[src/sv/msb_pkg.sv]
// ----------------------------------------------------------------------------
// msb_pkg
// Shared types and register codes for the masked saturation balance block.
// ----------------------------------------------------------------------------
package msb_pkg;

   // configuration register indexes
   localparam logic [2:0] CSR_MASK_THRESHOLD   = 3'd0;
   localparam logic [2:0] CSR_SATURATION_SCALE = 3'd1;
   localparam logic [2:0] CSR_OFFSET_RED       = 3'd2;
   localparam logic [2:0] CSR_OFFSET_GREEN     = 3'd3;
   localparam logic [2:0] CSR_OFFSET_BLUE      = 3'd4;
   localparam logic [2:0] CSR_IMAGE_WIDTH      = 3'd5;
   localparam logic [2:0] CSR_IMAGE_HEIGHT     = 3'd6;

   // widest register and its reset values
   localparam int CSR_DW = 13;
   localparam logic [7:0]  RST_MASK_THRESHOLD   = 8'd77;
   localparam logic [11:0] RST_SATURATION_SCALE = 12'd256;
   localparam logic [8:0]  RST_OFFSET           = 9'd0;
   localparam logic [11:0] RST_IMAGE_WIDTH      = 12'd640;
   localparam logic [12:0] RST_IMAGE_HEIGHT     = 13'd480;

   // smallest frame edge the row logic accepts
   localparam logic [12:0] MIN_HEIGHT = 13'd3;

   // input beat
   typedef struct packed {
      logic [7:0] pix_r;
      logic [7:0] pix_g;
      logic [7:0] pix_b;
      logic [7:0] mask_value;
      logic       pad_item;
   } req_type;

   // result beat
   typedef struct packed {
      logic [7:0] out_r;
      logic [7:0] out_g;
      logic [7:0] out_b;
      logic       out_frame_end;
   } rsp_type;

   // line store access control
   typedef struct packed {
      logic rd_en;
      logic wr_en;
      logic bank;
   } lsc_type;

endpackage

[src/sv/msb_chan.sv]
// ----------------------------------------------------------------------------
// msb_chan
// One colour channel: chroma gain multiply, then offset, rounding and clamp.
// ----------------------------------------------------------------------------
module msb_chan
   import msb_pkg::*;
(
   input  logic        clock,
   input  logic        en_mul,
   input  logic        en_out,
   input  logic [7:0]  c_in,
   input  logic [7:0]  luma,
   input  logic [8:0]  offset,
   input  logic [11:0] scale,
   input  logic        full,
   input  logic        adj,
   output logic [7:0]  res
);

   logic signed [8:0]  diff;
   logic        [12:0] gain;
   logic signed [10:0] off_ext;
   logic signed [10:0] lsum;
   logic signed [22:0] prod_in;
   logic signed [19:0] base_in;

   logic signed [22:0] prod_ff;
   logic signed [19:0] base_ff;
   logic               full_ff;
   logic               adj_ff;
   logic        [7:0]  c_ff;

   logic signed [22:0] sum;
   logic signed [22:0] shifted;
   logic        [7:0]  sat;
   logic        [7:0]  res_in;
   logic        [7:0]  res_ff;

   // half strength uses scale+256 over 512, full strength scale over 256
   always_comb begin
      diff    = $signed({1'b0, c_in}) - $signed({1'b0, luma});
      gain    = full ? {1'b0, scale} : {1'b0, scale} + 13'd256;
      off_ext = {{2{offset[8]}}, offset};
      lsum    = full ? $signed({3'b000, luma}) + off_ext
                     : $signed({2'b00, luma, 1'b0}) + off_ext;
      prod_in = 23'(diff) * 23'($signed({1'b0, gain}));
      base_in = 20'($signed({lsum, 8'd0})) + (full ? 20'sd128 : 20'sd256);
   end

   // multiply stage
   always_ff @(posedge clock) begin
      if (en_mul) begin
         prod_ff <= prod_in;
         base_ff <= base_in;
         full_ff <= full;
         adj_ff  <= adj;
         c_ff    <= c_in;
      end
   end

   // floor shift and clamp to 0..255
   always_comb begin
      sum     = prod_ff + 23'(base_ff);
      shifted = full_ff ? (sum >>> 8) : (sum >>> 9);
      if (shifted < 23'sd0) begin
         sat = 8'd0;
      end else if (shifted > 23'sd255) begin
         sat = 8'd255;
      end else begin
         sat = shifted[7:0];
      end
      res_in = adj_ff ? sat : c_ff;
   end

   always_ff @(posedge clock) begin
      if (en_out) begin
         res_ff <= res_in;
      end
   end

   assign res = res_ff;

endmodule

[config.mk]
export PLATFORM = sky130hd
export DESIGN_NAME = msb_chan
export DESIGN_NICKNAME = d
export VERILOG_FILES = /design/src/sv/msb_pkg.sv /design/src/sv/msb_chan.sv
export SDC_FILE = /design/constraint.sdc
export NUM_CORES = 1
export LEC_CHECK = 0
export ABC_CLOCK_PERIOD_IN_PS = 11110
export BUFFER_PORTS_ARGS = -buffer_cell sky130_fd_sc_hd__buf_2
export CAP_MARGIN = 20
export CORE_MARGIN = 4
export CORE_UTILIZATION = 60
export CTS_CLUSTER_SIZE = 12
export DETAILED_ROUTE_END_ITERATION = 12
export PLACE_DENSITY = 0.79
export SLEW_MARGIN = 15
export SYNTH_ARGS = -nofsm -noshare
export SYNTH_HDL_FRONTEND = slang
export SYNTH_SLANG_ARGS = --single-unit
export TNS_END_PERCENT = 1
[constraint.sdc]
create_clock -name clock -period 11.11 [get_ports clock]
set_clock_uncertainty 0.05 [all_clocks]
set_input_delay 1.6665 -clock clock [delete_from_list [all_inputs] [get_ports clock]]
set_output_delay 1.6665 -clock clock [all_outputs]
set_load 0.01 [all_outputs]
==> impl_results.md, run 1 <==
- Outcome: finished, final reports clean
- Std cell rows: 40
- Via Count: ~5.9k
- Setup WS pre-CTS: between 2 and 2.5 ns
- I/O pins: 50
- Routed Antenna Nets: 0
- Floorplan core area: 12,200 um^2
- Initial drt markers: around 340
- GR peak layer: met2
- GR Util met1: approximately a third
- PwrDens: ~310 nW/um^2
- Xor and xnor area share after synthesis: around 5.8%
- All-layer global routing usage: 24.6%
- Initial Util: roughly three fifths
- Synth area leader: fa_1
- Synth Cell Area: about 7500 um^2
- Synth Area in Compound Gates: between 10 and 15%
- Crit path arrival time: 8.53 ns
- Crit path max-delay family: adder cells
- Area share of fa/ha/maj cells after synthesis: about two fifths
- HP Class: reg2reg
- Die Width: 120 um
- DRC: 0
- Synth area leaders: fa_1, edfxtp_1, ha_1
- Final Hold Vio Count: 0
- HPWL after detailed placement: 14,300 um
- WP buf/inv: 7
- Post-CTS Setup Inserts: 0
- Mapped Nets: between 1k and 1.5k
- P_leak: around 3.8 nW
- Slew HR: 38.7%
- Tmin final: ~8.5 ns
- Clock latency at the later pin of the worst-skew pair: approximately 0.29 ns
- Share of layout cells above drive strength 1: 9.90%
- Comb power frac: approximately four fifths
- PostCTS Resize Cnt: 0
- ANT cells: 0
- Final WL: 16,800 um
- CTS Sinks: 46
- Startpoint Class: input port
- Post-Route Setup TNS: 0 ns
- Met3 Resource Use GR: 4.05%
- Die area: around 14,000 um^2
- Setup violators final: 0
- Drt wl/cell: about 17 um
- Slowest-stage cell, CP: fa_1
- Register bit total from synthesis: 46
- Top-count cell post-synth: inv_1
- Internal power: about 1.3 mW
- Final core occ: between 60% and 70%
- Crit path largest cell delay: roughly 0.55 ns
- Post-synth top area share: a little over a fifth
- Mapped Cells: 795
- CTS tree: built
- Yosys Warn Count: 0
- Hold WS: 0.581 ns
- Critical Path End Type: register
- Switching share of total power: between 40% and 50%
- Antenna violations before repair: 0
- Syn avg cell area: 9.48 um^2
- Clock share of power: under 10%
- Total power: roughly 2.5 mW
- Hold_buf cts: 0
- Switching power total: ~1.2 mW
- Clock Pin Slew Worst Setup and Hold Paths: 0.07 ns
- Clock root cell: clkbuf_16
- Area added between synthesis and finish: 7.72%
- First-pass GRT wire length: slightly below 30,000 um
- Fin nets: roughly 1.1k
- Sequential share of the synthesized area: 18.3%
- Largest family of logic cells by synthesized area: adder cells
- Maxcap violations: 0
- F_max: between 100 and 150 MHz
- Post-synthesis mux area share: between 1 and 1.5%
- Met2 Usage GRT: 41.8%
- Post-synth EDFFs: 46
- Crit-path most repeated cell: inv_1
- CTS buffer count: 5
- Crit path kind: in2reg
- Worst slew pin tran: 0.894 ns
- Vias in the first global route: 6,147
- Synth async-reset ratio: 0%
- Clk buf depth: 2
- Routability Congestion: about 0.93
- Sequential Area: 1380 um^2
- Buffers on Ports: around 50
- Flop pwr share: around 15%
- Final period util: 76.8%
- Post-Synth Simple-Gate Area: between 10% and 20%
- Drt pass-1 iters: 7
- GRT overflow: 0
- CP required: approximately 11 ns
- RSZ-0062 raised after global routing: no
- Final Max Slew Viols: 0
- H-tree levels: 2
- Largest net degree at the start of global routing: 39
- Filler instances: approximately 960
- Netlist cell types: 65
- Die Ht: roughly 120 um
- CP Max Fanout: 11
- Peak supply drop: about 0.26 mV
- Final setup margin: between 2 and 3 ns
- Synth Flop Type: edfxtp_1
- Commonest cells post-synth: inv_1, ha_1, fa_1, nor2_1, edfxtp_1
- Area of the multi-input gates: roughly 5700 um^2
- DR vias/cell: 5.83
## path summary, 6_finish.rpt
check | to | start | slack (ns) | depth (start not counted)
max reg2reg | res[5]$_DFFE_PP_ | base_ff[7]$_DFFE_PP_ | 7.50 | 10
max | prod_ff[22]$_DFFE_PP_ | c_in[0] | 2.57 | 31
min | res[1]$_DFFE_PP_ | c_ff[1]$_DFFE_PP_ | 0.58 | 2
min reg2reg | res[1]$_DFFE_PP_ | c_ff[1]$_DFFE_PP_ | 0.58 | 2
## cell families after synthesis
family          after synthesis
compound gates              133
mux                           9
buf+inv                     126
fa+ha+maj                   181
simple gates                251
flops                        46
xor+xnor                     49
## power groups by stage
stage | clock [mW] | combinational (mW) | sequential, mW
3_3_place_gp | 0 | 1.92 | 0.372
4_1_cts | 0.171 | 2.01 | 0.369
6_report | 0.168 | 1.99 | 0.368
5_1_grt | 0.182 | 2.26 | 0.372
2_1_floorplan | 0 | 1.55 | 0.364
3_5_place_dp | 0 | 1.99 | 0.373
## routing by layer
metal	vias to the layer above	routed length, um
met2	212	8220
met4	0	352
li1	2802	-
met1	2824	7070
met5	-	0
met3	28	1170
## final cells by class
| cell class | count | share of cell area [%] |
|---|---|---|
| Multi-Input combinational cell | 623 | 69.9 |
| Sequential cell | 46 | 17.0 |
| Inverter | 108 | 4.99 |
| Timing Repair Buffer | 53 | 3.39 |
| Tap cell | 168 | 2.59 |
| Clock buffer | 5 | 1.54 |
| Clock inverter | 3 | 0.539 |
## metrics by stage
stage / instances / area, um^2
finish: 1006 / 8120
global route: 1006 / 8120
CTS: 1006 / 8120
floorplan: 795 / 7540
detailed placement: 998 / 7950
global placement: 998 / 7950
## placed cells by master (no fill, tap or decap), types with 6 or more instances in the layout
cell      count
inv_1       106
ha_1        100
fa_1         81
nor2_1       56
buf_2        49
edfxtp_1     46
nand2_1      43
and2_1       39
a21oi_1      30
nand2b_1     29
xnor2_1      28
xor2_1       20
nor3_1       20
o21ai_0      16
nor2b_1      15
a21o_1       12
o22ai_1      11
nand3_1       8
mux2i_1       7
or2_2         7
nor3b_1       7
a31oi_1       7
a211oi_1      7
or3_1         6
## flip-flops by register name, summed over array words and instances (netlist names)
| register | cells |
|---|---|
| prod_ff | 16 |
| res | 8 |
| adj_ff | 1 |
| c_ff | 8 |
| base_ff | 13 |
## worst register-to-register path, delay by kind of cell, from the launching register on
| kind | cells | cell delay (ns) |
|---|---|---|
| AND/OR/NAND/NOR | 2 | 0.53 |
| flip-flops | 1 | 0.67 |
| AO/OA/AOI/OAI | 7 | 1.69 |
| adder cells (fa/ha/maj) | 1 | 0.41 |
(Power assumes the default switching activity.)
==> run 2: changes to the inputs <==
ABC_AREA = 1   (was unset)
ABC_CLOCK_PERIOD_IN_PS = 7600   (was 11110)
CORE_UTILIZATION = 58   (was 60)
PLACE_DENSITY = 0.8   (was 0.79)
clock period = 7.6 ns   (was 11.11 ns; I/O delays follow)
==> run 2 against run 1 <==
Die area increased by 10%. Non-clock buffer count increased by 2. First-iteration DRC count increased by 63%. Critical path depth unchanged. Hold slack got worse by 0.11 ns. Sequential share of layout area decreased by 1.2 points. Synthesized cell count increased by 35%. Setup slack got worse by 1.9 ns. Utilization decreased by 1.9 points. Cell count increased by 29%.
==> impl_results.md, run 2 <==
- Post-Layout Inst Area: approximately 8700 um^2
- Post-Route Setup TNS: 0 ns
- HPWL after detailed placement: around 17,000 um
- Startpoint Class: input port
- CP Max Fanout: 11
- Most frequent cells in the layout: nand2_1, inv_1, nor2_1
- Drt wl/cell: around 15 um
- Std cell rows: 42
- Clock latency at the later pin of the worst-skew pair: just under 0.3 ns
- Crit path largest cell delay: about 0.55 ns
- Share of layout cells above drive strength 1: under 10%
- Final WL: slightly below 20,000 um
- Critical Path End Type: register
- HP Class: reg2reg
- Register bit total from synthesis: 46
- Area added between synthesis and finish: 7.86%
- Outcome: finished, final reports clean
- CP required: 7.59 ns
- Clock root cell: clkbuf_16
- Slowest-stage cell, CP: fa_1
- RSZ-0062 raised after global routing: no
- Floorplan core area: between 10,000 and 15,000 um^2
- Drt pass-1 iters: 5
- Fin nets: between 1k and 1.5k
- F_max: 145 MHz
- PostCTS Resize Cnt: 0
- First-pass GRT wire length: between 30,000 and 40,000 um
- All-layer global routing usage: 25.0%
- Tmin final: between 6 and 7 ns
- Post-CTS Setup Inserts: 0
- Worst slew pin tran: around 0.8 ns
- Syn avg cell area: roughly 7.5 um^2
- Slew HR: between 40 and 50%
- Vias in the first global route: about 6.8k
- Die Width: roughly 130 um
- Sequential share of the synthesized area: around 17%
- Crit path arrival time: 6.86 ns
- H-tree levels: 2
- Clock Pin Slew Worst Setup and Hold Paths: ~0.060 ns
- Top-count cell post-synth: nand2_1
- ANT cells: 0
- Final Max Slew Viols: 0
- Commonest cells post-synth: nand2_1, inv_1, nor2_1, ha_1, fa_1
- Reg-to-Reg Start: base_ff[7]$_DFFE_PP_
- Hold EP: res[0]$_DFFE_PP_
- Die Ht: approximately 130 um
- Maxcap violations: 0
- Most common cell after layout, fill and taps aside: nand2_1
- CTS buffer count: 5
- Final period util: about nine tenths
- Biggest regs: prod_ff x16, base_ff x13
- Largest net degree at the start of global routing: 39
- Initial Util: roughly three fifths
- Largest reg by FF count: prod_ff
- Synth area leader: fa_1
- Hold_buf cts: 0
- Antenna violations before repair: 0
- Max FFs per register: 16
- Routability Congestion: 0.938
- Synth Cell Area: between 8000 and 9000 um^2
- CTS Sinks: between 40 and 50
- DR vias/cell: 5.34
- Worst hold start: c_ff[0]$_DFFE_PP_
- Synth area leaders: fa_1, edfxtp_1, ha_1
- Netlist cell types: between 40 and 50
- CTS tree: built
- Die area: 15,900 um^2
- Initial drt markers: approximately 550
- Hold depth: 2
- GRT overflow: 0
- Mapped Nets: 1,297
- DRC: 0
- Synth Flop Type: edfxtp_1
- Yosys Warn Count: 0
- Clk buf depth: 2
- Synth async-reset ratio: 0%
- Final Hold Vio Count: 0
- Reg2reg path depth: 13
- Reg-to-Reg End: res[2]$_DFFE_PP_
- Routed Antenna Nets: 0
- Post-DP Area: 8530 um^2
- Mapped Cells: about 1.1k
- I/O pins: 50
- Post-synth top area share: ~20%
- Setup violators final: 0
- Via Count: a little under 7k
- Crit path kind: in2reg
- R2R Setup Slk: between 5 and 6 ns
- Post-synth EDFFs: 46
- Buffers on Ports: 49
-- run 2: cell count changes after synthesis, moves of 12 or more --
cell      previous run  this run
nand2b_1            29         0
xnor2_1             28        12
and2_1              39         0
nor2b_1             15         0
inv_1              106       197
nor3_1              20         5
nand2_2              0        12
nand2_1             43       281
nand3_1              8        66
nor2_1              56       106
-- run 2: per-stage QoR --
step / instances / utilization [%] / setup slack (ns) / hold WS (ns)
6_report: 1301 / 64.8 / 0.723 / 0.468
5_1_grt: 1301 / 64.8 / 0.388 / 0.496
4_1_cts: 1301 / 64.8 / 0.753 / 0.472
3_5_place_dp: 1293 / 63.4 / 0.458 / 0.457
3_3_place_gp: 1293 / 63.4 / 0.615 / 0.454
2_1_floorplan: 1074 / - / 1.02 / 0.444
-- run 2: cell type report --
cell class / count / area [um^2]
multi-input combinational: 814 / 5880
fill: 1180 / 4730
sequential: 46 / 1380
inverter: 202 / 758
timing repair buffer: 55 / 290
tap: 176 / 220
clock buffer: 5 / 125
clock inverter: 3 / 68.8
-- run 2: worst max path at each step --
stage	startpoint	to	slack, ns	depth (start not counted)
2_1_floorplan	c_in[0]	prod_ff[22]$_DFFE_PP_	1.02	31
6_report	c_in[0]	prod_ff[22]$_DFFE_PP_	0.72	31
3_3_place_gp	c_in[0]	prod_ff[22]$_DFFE_PP_	0.62	31
4_1_cts	c_in[0]	prod_ff[22]$_DFFE_PP_	0.75	31
3_5_place_dp	c_in[0]	prod_ff[22]$_DFFE_PP_	0.46	31
5_1_grt	c_in[0]	prod_ff[21]$_DFFE_PP_	0.39	33
-- run 2: routing by layer --
metal | vias to the layer above | GRT usage, % | wire [um] | part of all wire (%)
li1 | 3476 | - | - | -
met1 | 3209 | 34.3 | 8600 | 44
met2 | 230 | 42.7 | 9230 | 48
met3 | 30 | 3.73 | 1260 | 6.5
met4 | 0 | 4.92 | 297 | 1.5
met5 | - | 0 | 0 | 0
-- run 2: cells by family (layout without fill, tap and decap cells) --
| family | after synthesis | in the layout | synth area share (%) |
|---|---|---|---|
| DFF | 46 | 46 | 17.1 |
| xor gates and xnor gates | 33 | 33 | 3.67 |
| AOI/OAI and AO/OA | 83 | 83 | 6.00 |
| buffers and inverters | 214 | 265 | 10.2 |
| and+or+nand+nor | 517 | 517 | 27.5 |
| adders and majority gates | 181 | 181 | 35.5 |
-- run 2: critical path, delay by kind of cell --
family / cells / cell delay (ns)
adder cells (fa/ha/maj): 8 / 3.41
XOR/XNOR: 1 / 0.13
AND/OR/NAND/NOR: 10 / 0.76
AO/OA/AOI/OAI: 5 / 0.76
buffers and inverters: 7 / 0.66
Power of run 2 is not shown: default switching activity piles up to over one toggle a cycle in this logic, so the estimate is an artifact.
==> run 3: changes to the inputs <==
--- a/config.mk
+++ b/config.mk
@@ -10,9 +10,11 @@
 export BUFFER_PORTS_ARGS = -buffer_cell sky130_fd_sc_hd__buf_2
 export CAP_MARGIN = 20
+export CELL_PAD_IN_SITES_DETAIL_PLACEMENT = 1
+export CELL_PAD_IN_SITES_GLOBAL_PLACEMENT = 2
 export CORE_MARGIN = 4
-export CORE_UTILIZATION = 58
+export CORE_UTILIZATION = 34
 export CTS_CLUSTER_SIZE = 12
 export DETAILED_ROUTE_END_ITERATION = 12
-export PLACE_DENSITY = 0.8
+export PLACE_DENSITY_LB_ADDON = 0.1
 export SLEW_MARGIN = 15
 export SYNTH_ARGS = -nofsm -noshare
==> constraint.sdc (replaced) <==
create_clock -name clock -period 7.6 [get_ports clock]
set_clock_uncertainty 0.05 [all_clocks]
set_input_delay 1.9 -clock clock [delete_from_list [all_inputs] [get_ports clock]]
set_output_delay 1.9 -clock clock [all_outputs]
set_load 0.01 [all_outputs]
==> run 3 against run 2 <==
Sequential share of layout area is 1.2 points lower. Cell count is 15% higher. Hold slack better by 0.013 ns.
==> impl_results.md, run 3 (synthesized netlist as in run 2, its figures left out) <==
- CTS buffer count: 5
- Filler instances: about 3k
- I/O pins: 50
- CP required: roughly 7.6 ns
- F_max: around 140 MHz
- Clk buf depth: 2
- Hold depth: 2
- H-tree levels: 2
- Via Count: 6,972
- CP Max Fanout: 5
- DRC: 0
- Buffers on Ports: 49
- First-pass GRT wire length: approximately 39,000 um
- Std cell rows: 56
- GRT overflow: 0
- Clock Pin Slew Worst Setup and Hold Paths: about 0.060 ns
- Floorplan core area: between 20,000 and 25,000 um^2
- Reg-to-Reg Start: base_ff[7]$_DFFE_PP_
- Most frequent cells in the layout: nand2_1, inv_1, nor2_1
- Hold EP: res[4]$_DFFE_PP_
- CTS Sinks: 46
- ANT cells: 0
- Crit path arrival time: between 7 and 8 ns
- Hold_buf cts: 0
- Routed Antenna Nets: 0
- Setup violators final: 0
- Worst hold start: c_ff[4]$_DFFE_PP_
- Initial drt markers: 290
- R2R Setup Slk: 4.85 ns
- Final Max Slew Viols: 0
- Area added between synthesis and finish: 16.5%
- Biggest regs: prod_ff x16, base_ff x13
- DR vias/cell: about 4.7
- Crit path kind: in2reg
- CTS tree: built
- Outcome: finished, final reports clean
- HP Class: reg2reg
- Largest net degree at the start of global routing: 39
- Tmin final: between 7 and 8 ns
- Drt pass-1 iters: 4
- Met2 wire len: 11,000 um
- Reg2reg path depth: 13
- Fin nets: ~1.4k
- Clock root cell: clkbuf_16
- Largest reg by FF count: prod_ff
- Share of layout cells above drive strength 1: around 16%
- Startpoint Class: input port
- Die Ht: 162 um
- Vias in the first global route: a little over 7k
- Most common cell after layout, fill and taps aside: nand2_1
- Post-CTS Setup Inserts: 0
- Final Hold Vio Count: 0
- Post-DP Area: about 9000 um^2
- Initial Util: 34.6%
- Post-Layout Inst Area: 9430 um^2
- Met1 Wirelength: roughly 12,000 um
- RSZ-0062 raised after global routing: no
- Antenna violations before repair: 0
- Metal3 WL: about 410 um
- HPWL after detailed placement: 21,200 um
- Drt wl/cell: approximately 16 um
- Maxcap violations: 0
- Routability Congestion: roughly 0.86
- Critical Path End Type: register
- Max Used Layer: met4
- Max FFs per register: 16
- Die Width: roughly 160 um
- Worst slew pin tran: ~0.8 ns
- Final period util: 95.3%
- Final WL: 23,800 um
- Slew HR: 46.6%
- Reg-to-Reg End: res[7]$_DFFE_PP_
- Clock latency at the later pin of the worst-skew pair: ~0.28 ns
- All-layer global routing usage: approximately 18%
- Die area: approximately 26,000 um^2
run 3: metal layers:
layer	up-vias	track usage (%)
met5	-	0
met4	0	1.50
met3	5	0.812
met2	51	30.7
met1	3336	27.7
li1	3580	-
run 3: layout make-up:
class | instances | area [um^2] | area share, %
Multi-Input combinational cell | 814 | 5990 | 63.5
Sequential cell | 46 | 1380 | 14.7
Inverter | 202 | 761 | 8.07
Timing Repair Buffer | 108 | 729 | 7.74
Tap cell | 319 | 399 | 4.23
Clock buffer | 5 | 125 | 1.33
Clock inverter | 3 | 40.0 | 0.425
run 3: repair_timing:
action | CTS | global route
gates resized for setup | 0 | 30
endpoints found under the hold margin | 0 | 0
setup endpoints to repair | 0 | 14
run 3: metrics by stage:
step | setup slack (ns) | instances | hold slack (ns) | setup TNS, ns | util [%]
after floorplan | 0.262 | 1074 | 0.444 | 0 | -
after global placement | -0.141 | 1489 | 0.459 | -0.613 | 39.1
after detailed placement | -0.224 | 1489 | 0.475 | -1.63 | 39.1
after CTS | 0.0684 | 1497 | 0.490 | 0 | 39.8
after global routing | 0.0227 | 1497 | 0.521 | 0 | 40.3
final | 0.358 | 1497 | 0.481 | 0 | 40.3
run 3: worst max path at each step:
stage,slack [ns],cells after the start,startpoint,end
final,0.36,27,luma[2],prod_ff[20]$_DFFE_PP_
after global routing,0.02,33,c_in[0],prod_ff[20]$_DFFE_PP_
after CTS,0.07,30,c_in[0],prod_ff[19]$_DFFE_PP_
after detailed placement,-0.22,30,c_in[0],prod_ff[19]$_DFFE_PP_
after global placement,-0.14,33,c_in[0],prod_ff[20]$_DFFE_PP_
after floorplan,0.26,31,c_in[0],prod_ff[22]$_DFFE_PP_
run 3: worst max-delay path, cell delays in order:
cell     delay [ns]
buf_2          0.09
inv_1          0.04
ha_1           0.32
nand2_1        0.08
o21ai_2        0.24
a21oi_1        0.13
o21ai_0        0.21
xor2_1         0.17
buf_4          0.16
buf_4          0.15
nor2_1         0.06
fa_1           0.45
fa_1           0.57
fa_1           0.44
fa_1           0.55
inv_1          0.05
fa_1           0.49
inv_1          0.06
ha_4           0.28
nand2_1        0.09
buf_4          0.14
nor2_1         0.10
nand3_1        0.08
nand2_1        0.13
nand2_2        0.07
nand3_1        0.07
nand2_1        0.08
Power of run 3 is left out for the same reason.
